==> config.mk <==
export PLATFORM = sky130hd
export DESIGN_NAME = rgb_to_hsv_conversion_unit
export DESIGN_NICKNAME = d
export VERILOG_FILES = /design/src/rgb2hsv_pkg.sv /design/src/rgb_to_hsv_conversion_unit.sv
export SDC_FILE = /design/constraint.sdc
export NUM_CORES = 1
export LEC_CHECK = 0
export BUFFER_PORTS_ARGS = -buffer_cell sky130_fd_sc_hd__clkbuf_2
export CORE_AREA = 5 5 260 262
export DETAILED_ROUTE_END_ITERATION = 10
export DIE_AREA = 0 0 265 267
export PLACE_DENSITY_LB_ADDON = 0.08
export SLEW_MARGIN = 15
export SYNTH_ARGS = -nofsm -noshare
export SYNTH_HDL_FRONTEND = slang
export SYNTH_SLANG_ARGS = --single-unit
export TNS_END_PERCENT = 5
==> constraint.sdc <==
create_clock -name clk -period 116.1 [get_ports clk]
set_input_delay 34.83 -clock clk [delete_from_list [all_inputs] [get_ports clk]]
set_output_delay 34.83 -clock clk [all_outputs]
set_load 0.01 [all_outputs]
==> src/rgb2hsv_pkg.sv <==
`timescale 1ns / 1ps
`default_nettype none

package rgb2hsv_pkg;

    // Hue is an angle in 1/64 degree: a full turn and one 60 degree sector
    localparam int HUE_BITS      = 15;
    localparam int HUE_TURN      = 23040;
    localparam int HUE_SECTOR    = 3840;
    // 3840 < 2^12, so the in-sector quotient fits in this many bits
    localparam int HUE_FRAC_BITS = 12;

    typedef enum logic [1:0] {
        SEC_RED,
        SEC_GREEN,
        SEC_BLUE
    } sector_t;

endpackage

`default_nettype wire

==> src/rgb_to_hsv_conversion_unit.sv <==
`timescale 1ns / 1ps
`default_nettype none

// RGB to HSV colour conversion, one pixel per clock. Value is the largest
// component, saturation is floor(FS * (max - min) / max) with FS the full-scale
// code, and hue is in 1/64 degree (0 to 23039); a grey pixel gives hue and
// saturation of 0. The pipeline takes a new pixel every cycle and passes it through
// the stage 1 register, the numerator register, one divider stage per quotient bit
// and the output register: both divisions run as restoring dividers with
// one quotient bit per stage. A stall at the output freezes the whole pipeline.
module rgb_to_hsv_conversion_unit
    import rgb2hsv_pkg::*;
#(
    parameter int COMPONENT_BITS = 8
)
(
    input  wire logic                      clk,
    input  wire logic                      rst_n,

    input  wire logic                      pix_valid,
    output logic                           pix_ready,
    input  wire logic [COMPONENT_BITS-1:0] red_in,
    input  wire logic [COMPONENT_BITS-1:0] green_in,
    input  wire logic [COMPONENT_BITS-1:0] blue_in,

    output logic                           hsv_valid,
    input  wire logic                      hsv_ready,
    output logic [HUE_BITS-1:0]            hue_out,
    output logic [COMPONENT_BITS-1:0]      saturation_out,
    output logic [COMPONENT_BITS-1:0]      value_out
);

    localparam int CB    = COMPONENT_BITS;
    // quotient bits resolved; covers both the hue and the saturation quotient
    localparam int STEPS = (CB > HUE_FRAC_BITS) ? CB : HUE_FRAC_BITS;
    localparam int NUM_W = CB + STEPS;

    localparam logic [HUE_BITS-1:0] HUE_TURN_C  = HUE_BITS'(HUE_TURN);
    localparam logic [HUE_BITS-1:0] OFF_GREEN_C = HUE_BITS'(2 * HUE_SECTOR);
    localparam logic [HUE_BITS-1:0] OFF_BLUE_C  = HUE_BITS'(4 * HUE_SECTOR);

    // work word: partial remainder on top, numerator bits shifting out and
    // quotient bits shifting in below
    typedef struct packed {
        logic [NUM_W-1:0] hue_work;
        logic [NUM_W-1:0] sat_work;
        logic [CB-1:0]    delta;
        logic [CB-1:0]    hi;
        logic             neg;
        sector_t          sector;
        logic             grey;
    } div_t;

    logic                 adv;

    logic                 s1_valid_reg;
    logic [CB-1:0]        s1_hi_reg;
    logic [CB-1:0]        s1_delta_reg;
    logic [CB-1:0]        s1_absdiff_reg;
    logic                 s1_neg_reg;
    sector_t              s1_sector_reg;

    logic [CB-1:0]        s1_hi_next;
    logic [CB-1:0]        s1_lo_next;
    logic [CB-1:0]        diff_a;
    logic [CB-1:0]        diff_b;
    logic [CB:0]          diff_full;
    logic [CB-1:0]        s1_absdiff_next;
    sector_t              s1_sector_next;

    logic [NUM_W-1:0]     hue_num;
    logic [NUM_W-1:0]     sat_num;
    div_t                 div_next;

    logic [STEPS:0]       div_valid_reg;
    div_t                 div_reg [0:STEPS];

    logic                 hsv_valid_reg;
    logic [HUE_BITS-1:0]  hue_reg;
    logic [CB-1:0]        sat_reg;
    logic [CB-1:0]        value_reg;

    logic [HUE_BITS-1:0]  hue_next;
    logic [HUE_BITS-1:0]  hue_off;
    logic [HUE_BITS-1:0]  hue_q;
    logic [HUE_BITS-1:0]  hue_mag;
    logic                 hue_rem_nz;

    function automatic div_t div_step(div_t x);
        div_t        y;
        logic [CB:0] th;
        logic [CB:0] ts;
        y  = x;
        th = {x.hue_work[NUM_W-1:STEPS], x.hue_work[STEPS-1]};
        if (th >= {1'b0, x.delta})
        begin
            th         = th - {1'b0, x.delta};
            y.hue_work = {th[CB-1:0], x.hue_work[STEPS-2:0], 1'b1};
        end
        else
        begin
            y.hue_work = {th[CB-1:0], x.hue_work[STEPS-2:0], 1'b0};
        end
        ts = {x.sat_work[NUM_W-1:STEPS], x.sat_work[STEPS-1]};
        if (ts >= {1'b0, x.hi})
        begin
            ts         = ts - {1'b0, x.hi};
            y.sat_work = {ts[CB-1:0], x.sat_work[STEPS-2:0], 1'b1};
        end
        else
        begin
            y.sat_work = {ts[CB-1:0], x.sat_work[STEPS-2:0], 1'b0};
        end
        return y;
    endfunction

    // whole pipeline moves unless a finished result is held at the output
    assign adv       = !hsv_valid_reg || hsv_ready;
    assign pix_ready = adv;

    // stage 1: max, min, sector and signed difference
    always_comb
    begin
        s1_hi_next = red_in;
        s1_lo_next = red_in;
        if (green_in > s1_hi_next) s1_hi_next = green_in;
        if (blue_in  > s1_hi_next) s1_hi_next = blue_in;
        if (green_in < s1_lo_next) s1_lo_next = green_in;
        if (blue_in  < s1_lo_next) s1_lo_next = blue_in;

        if (red_in == s1_hi_next)
        begin
            s1_sector_next = SEC_RED;
            diff_a         = green_in;
            diff_b         = blue_in;
        end
        else if (green_in == s1_hi_next)
        begin
            s1_sector_next = SEC_GREEN;
            diff_a         = blue_in;
            diff_b         = red_in;
        end
        else
        begin
            s1_sector_next = SEC_BLUE;
            diff_a         = red_in;
            diff_b         = green_in;
        end
        diff_full       = {1'b0, diff_a} - {1'b0, diff_b};
        s1_absdiff_next = diff_full[CB] ? (diff_b - diff_a) : diff_full[CB-1:0];
    end

    // stage 2: numerators, 3840 = 4096 - 256 and FS * delta = (delta << CB) - delta
    always_comb
    begin
        hue_num = NUM_W'({s1_absdiff_reg, 12'b0}) - NUM_W'({s1_absdiff_reg, 8'b0});
        sat_num = NUM_W'({s1_delta_reg, {CB{1'b0}}}) - NUM_W'(s1_delta_reg);

        div_next.hue_work = hue_num;
        div_next.sat_work = sat_num;
        div_next.delta    = s1_delta_reg;
        div_next.hi       = s1_hi_reg;
        div_next.neg      = s1_neg_reg;
        div_next.sector   = s1_sector_reg;
        div_next.grey     = (s1_delta_reg == '0);
    end

    // final stage: floor toward minus infinity, sector offset and wrap
    always_comb
    begin
        unique case (div_reg[STEPS].sector)
            SEC_RED:   hue_off = '0;
            SEC_GREEN: hue_off = OFF_GREEN_C;
            SEC_BLUE:  hue_off = OFF_BLUE_C;
            default:   hue_off = '0;
        endcase
        hue_q      = HUE_BITS'(div_reg[STEPS].hue_work[HUE_FRAC_BITS-1:0]);
        hue_rem_nz = |div_reg[STEPS].hue_work[NUM_W-1:STEPS];
        hue_mag    = hue_q + HUE_BITS'(hue_rem_nz);

        if (div_reg[STEPS].grey)
            hue_next = '0;
        else if (!div_reg[STEPS].neg)
            hue_next = hue_off + hue_q;
        else if (hue_off >= hue_mag)
            hue_next = hue_off - hue_mag;
        else
            hue_next = hue_off + HUE_TURN_C - hue_mag;
    end

    always_ff @(posedge clk or negedge rst_n)
    begin
        if (!rst_n)
        begin
            s1_valid_reg  <= 1'b0;
            div_valid_reg <= '0;
            hsv_valid_reg <= 1'b0;
        end
        else if (adv)
        begin
            s1_valid_reg  <= pix_valid;
            div_valid_reg <= {div_valid_reg[STEPS-1:0], s1_valid_reg};
            hsv_valid_reg <= div_valid_reg[STEPS];
        end
    end

    always_ff @(posedge clk)
    begin
        if (adv)
        begin
            s1_hi_reg      <= s1_hi_next;
            s1_delta_reg   <= s1_hi_next - s1_lo_next;
            s1_absdiff_reg <= s1_absdiff_next;
            s1_neg_reg     <= diff_full[CB];
            s1_sector_reg  <= s1_sector_next;

            div_reg[0] <= div_next;
            for (int k = 0; k < STEPS; k++)
            begin
                div_reg[k+1] <= div_step(div_reg[k]);
            end

            hue_reg   <= hue_next;
            sat_reg   <= div_reg[STEPS].grey ? '0 : div_reg[STEPS].sat_work[CB-1:0];
            value_reg <= div_reg[STEPS].hi;
        end
    end

    assign hsv_valid      = hsv_valid_reg;
    assign hue_out        = hue_reg;
    assign saturation_out = sat_reg;
    assign value_out      = value_reg;

endmodule

`default_nettype wire

== After elaboration in Yosys (flattened, before gate mapping) ==
Memories as Yosys holds them, arrays and structs flattened.
Index checks and enable logic that the tools add are counted.

* Add/subtract/negate cells: 34
* $lt $le $gt $ge: 29
* Equality and inequality tests: 4
* Mux-type cells: 63
* Reduce and logical (&&, ||, !) cells: 4

{| class="wikitable"
|+ Operators by type and width
! cell !! number
|-
| 20-bit 2-to-1 mux || 48
|-
| 9-bit by 8-bit >= comparator with 1-bit output || 24
|-
| 8-bit subtractor || 26
|-
| 8-bit 2-to-1 mux || 9
|-
| 15-bit 2-to-1 mux || 2
|-
| 15-bit by 13-bit subtractor with 15-bit output || 2
|-
| 14-bit one-hot mux with 2 select lines || 1
|-
| 20-bit by 16-bit subtractor with 20-bit output || 1
|-
| 16-bit by 8-bit subtractor with 17-bit output || 1
|-
| 8-bit == test || 2
|-
| 8-bit greater-than comparator || 2
|-
| 8-bit < comparator || 2
|-
| 15-bit by 12-bit adder with 15-bit output || 1
|-
| 15-bit adder (second input constant) || 1
|-
| 15-bit by 13-bit >= comparator with 1-bit output || 1
|-
| 12-bit by 1-bit adder with 13-bit output || 1
|-
| 8-bit by 8-bit subtractor with 9-bit output || 1
|-
| 8-bit zero test || 1
|-
| 8-bit OR reduction || 1
|-
| 2-bit by 1-bit == test with 1-bit output (second input constant) || 1
|-
| 2-bit == test (second input constant) || 1
|-
| 1-bit 2-to-1 mux || 2
|-
| 2-bit 2-to-1 mux || 1
|-
| 1-bit zero test || 1
|-
| 1-bit logical OR || 1
|}

* Flip-flop bits (word level): 73
* RAM bits: 780
* Input port bits: 28
* Memories kept: 1

{| class="wikitable"
|+ Memories
! memory !! words !! width !! read ports !! clocked after memory_dff !! write ports !! RTL line !! text
|-
| div_reg || 13 || 60 || 13 || 0 || 13 || rgb_to_hsv_conversion_unit.sv:76 || <nowiki>div_t div_reg [0:STEPS];</nowiki>
|}

== Logic depth before layout (Yosys ltp) ==
* Depth after elaboration: 9
* Mapped depth: 33
* Mapped depth without buffers: 30

== Least setup slack after synthesis ==
OpenSTA, ideal clock, no wires.

* Path type: input to output
* Start: in hsv_ready
* End: out pix_ready
* Data arrival time: 54.210 ns
* Data required time: 81.270 ns
* Setup slack: 27.060 ns
* Cell stages on the path: 3
* Path buffers: 2
* Cell sequence: nand2b_1 -> clkbuf_1 -> buf_1

* Longest elaborated chain between the ends: 1

{| class="wikitable"
|+ RTL lines
! item !! RTL line !! text
|-
| start: declaration || rgb_to_hsv_conversion_unit.sv:27 || <nowiki>input wire logic hsv_ready,</nowiki>
|-
| 1-bit logical OR || rgb_to_hsv_conversion_unit.sv:118 || <nowiki>assign adv = !hsv_valid_reg || hsv_ready;</nowiki>
|-
| end: declaration || rgb_to_hsv_conversion_unit.sv:21 || <nowiki>output logic pix_ready,</nowiki>
|}

Every way passes these cells.

== Final worst setup path ==
Same ends and word-level chain as after synthesis.

==> impl_metrics.py <==
metrics = {
    "placement": {
        "io_buffers": 60,
        "gp_congestion": 0.875,
        "dp_hpwl_um": 41400,
    },
    "route": {
        "ant_nets": 0,
        "avgRoutedWirePerCell_um": 14.9,
        "wl_met2_um": 30900,
        "drt-initial-drc-count": 1047,
        "topRoutingLayerUsed": "met4",
        "viasPerCell": 5.33,
        "met1Wirelength_um": 23100,
        "postRouteWirelength_um": 58000,
        "route.vias.total": 20800,
        "route.met3.wl_um": 1950,
        "firstDrtPassIters": 5,
        "drc": 0,
    },
    "cts": {
        "h-tree-depth": 3,
        "insertion_delay_ns": 0.61,
        "clockBufferDepth": 3,
        "hold_buffers": 0,
        "ctsRootBufferMaster": "clkbuf_16",
        "ctsResizeCount": 0,
        "postCtsSetupBuffers": 0,
        "cts_sinks": 712,
        "cts_tree": "built",
        "cts_buffers": 75,
        "cts.clk_slew.worst_paths_ns": 0.06,
    },
    "critical_path": {
        "slowest_delay_ns": 0.45,
        "cpMostUsedCell": "clkbuf_2",
        "worstPathRequired_ns": 81.27,
        "crit_family": "simple AND/OR/NAND/NOR gates",
        "cp_num_buf_inv": 2,
        "cp_slowest_cell": "nand2b_4",
        "critPathKind": "input pin to output port",
        "critPathArrivalTime_ns": 35.67,
        "critPathLaunchType": "input pin",
        "endpoint_kind": "output port",
        "cp_cell_sequence": "clkbuf_2, nand2b_4, clkbuf_2",
        "critPathMaxFanout": 43,
    },
    "timing": {
        "finClkSkew_ns": 0.0177,
        "max_freq_mhz": 14.2,
        "final_hold_viol_count": 0,
        "tns_ns": 0,
        "hold_ws_ns": 0.411,
        "tightest_slew_ns": 1.08,
        "slew_violations": 0,
        "setup_viol": 0,
        "rsz0062_at_grt": "no",
        "relSlewSlack_pct": 27.9,
        "min_period_ns": 70.50,
        "period_share_pct": 60.7,
    },
    "global_route": {
        "grt_usage_pct": 16.4,
        "grt_pass1_wl_um": 97300,
        "grt-ovfl-total": 0,
        "grt_max_degree": 96,
        "grt_pass1_vias": 21400,
        "antenna_found_initial": 0,
    },
    "final_layout": {
        "drive_above_1_share_pct": 6.89,
        "n_antenna_cell": 0,
        "n_fill_cell": 5218,
        "utilization_pct": 59.7,
        "nNetsFinal": 3297,
        "largest_reg_flops": 639,
        "area_growth_pct": 10.1,
    },
    "pwr": {
        "p_leak_nw": 15.9,
        "power.density_nw_per_um2": 32.7,
        "ir_worst_vdd_v": 0.0000134,
    },
    "synth": {
        "synth_most_common_cell": "edfxtp_1",
        "syn_avg_cell_area_um2": 12.2,
        "yosysWarnings": 0,
        "synth_edf_count": 697,
        "synth_top_area_share_pct": 59.3,
        "synthFlopType": "edfxtp_1",
        "yosys-top-cells-area": "edfxtp_1 59%, ha_1 9.4%, inv_1 4.6%",
        "async_flop_share_pct": 2.11,
        "synth_seq_area_share_pct": 60.3,
        "synthCells": 2894,
        "synthTopCellsByCount": "697 x edfxtp_1, 430 x inv_1, 264 x ha_1, 223 x o21ai_0, 196 x nand2_1",
        "syn_nets": 3215,
        "synth-seq-cells": 712,
        "yosysUniqueCellTypes": 68,
        "yosys.area.top_type": "edfxtp_1",
        "mappedNetlistArea_um2": 35300,
    },
    "floorplan": {
        "die_w_um": 265,
        "rows": 94,
        "die-area_um2": 70800,
        "core-area_um2": 65200,
        "die_y_um": 267,
        "io_pins": 61,
        "start_util_pct": 54.2,
    },
    "status": {
        "outcome": "completed",
    },
    "hold_path": {
        "hold_class": "flip-flop to flip-flop",
    },
    "run": {
        "cap_violations": 0,
    },
}
-- final cells by class --
class / instances / area (um^2) / area share [%]
timing repair buffer: 72 / 394 / 1.01
inverter: 430 / 1610 / 4.15
clock buffer: 94 / 1970 / 5.06
sequential: 712 / 21300 / 54.8
multi-input combinational: 1685 / 12100 / 31.2
tap: 864 / 1080 / 2.78
clock inverter: 40 / 398 / 1.02
-- placed cells by master (no fill, tap or decap), types with 13 or more instances in the layout --
cell,count
o21bai_1,27
a21boi_0,24
clkinv_1,14
xnor2_1,69
fa_1,29
nand3_1,17
o21ai_0,223
edfxtp_1,697
a311oi_1,23
nor2_1,168
nor2b_1,44
clkbuf_16,75
mux2i_1,26
nand2_1,196
nand2b_1,13
a21oi_1,157
clkbuf_1,17
and3_1,52
xor2_1,66
clkbuf_2,60
dfrtp_1,15
inv_1,430
a21o_1,39
mux2_2,19
a211oi_1,13
nand4_1,48
o31ai_1,45
nor3_1,25
ha_1,264
-- worst reg2reg max path: cells and delay by family, from the launching register on --
| family | cells | cell delay, ns |
|---|---|---|
| buffers and inverters | 5 | 4.27 |
| and+or+nand+nor | 1 | 0.42 |
| DFF | 1 | 0.40 |
-- layer usage --
metal | GRT usage [%] | vias up
met5 | 0 | -
met4 | 6.83 | 0
met3 | 2.75 | 125
met2 | 31.0 | 322
met1 | 18.2 | 9837
li1 | - | 10500
-- power by group --
group | leakage, nW | internal [W] | switching, W
registers | 7.17 | 0.000472 | 0.0000591
logic | 7.59 | 0.000210 | 0.000300
clock network | 1.15 | 0.000133 | 0.0000955
total | 15.9 | 0.000815 | 0.000455
-- path summary, 6_finish.rpt --
| kind | startpoint | to | slack [ns] | depth (start not counted) |
|---|---|---|---|---|
| worst min register to register | div_reg[0][328]$_DFFE_PP_ | div_reg[0][389]$_DFFE_PP_ | 0.41 | 0 |
| min in group asynchronous | rst_n | div_valid_reg[0]$_DFFE_PN0P_ | 34.12 | 1 |
| max in group asynchronous | rst_n | hsv_valid$_DFFE_PN0P_ | 81.73 | 1 |
| worst max-delay path | hsv_ready | pix_ready | 45.60 | 3 |
| worst min-delay path | div_reg[0][328]$_DFFE_PP_ | div_reg[0][389]$_DFFE_PP_ | 0.41 | 0 |
| worst max register to register | hsv_valid$_DFFE_PN0P_ | hue_out[12]$_SDFFCE_PP0P_ | 110.58 | 6 |
-- logic make-up (layout without fill, tap and decap cells) --
family | count (synthesis) | count (layout) | share of synthesized area [%]
muxes | 48 | 48 | 1.45
AOI/OAI and AO/OA | 617 | 617 | 10.7
other | 1 | 1 | 0.0106
adders and majority gates | 293 | 293 | 11.0
xor gates and xnor gates | 135 | 135 | 3.35
buffers and inverters | 497 | 636 | 5.38
and+or+nand+nor | 591 | 591 | 7.81
DFF | 712 | 712 | 60.3
-- through the flow --
stage,worst slack [ns],total power [W],instance area [um^2],std cells
final,45.60,0.00127,38900,3897
after global placement,45.54,0.00102,36500,3762
after floorplan,27.06,0.000970,35300,2894
after global routing,45.50,0.00138,38900,3897
after CTS,45.54,0.00128,38900,3896
after detailed placement,45.54,0.00105,36500,3762
No activity file was read; power rests on OpenSTA's default activity.
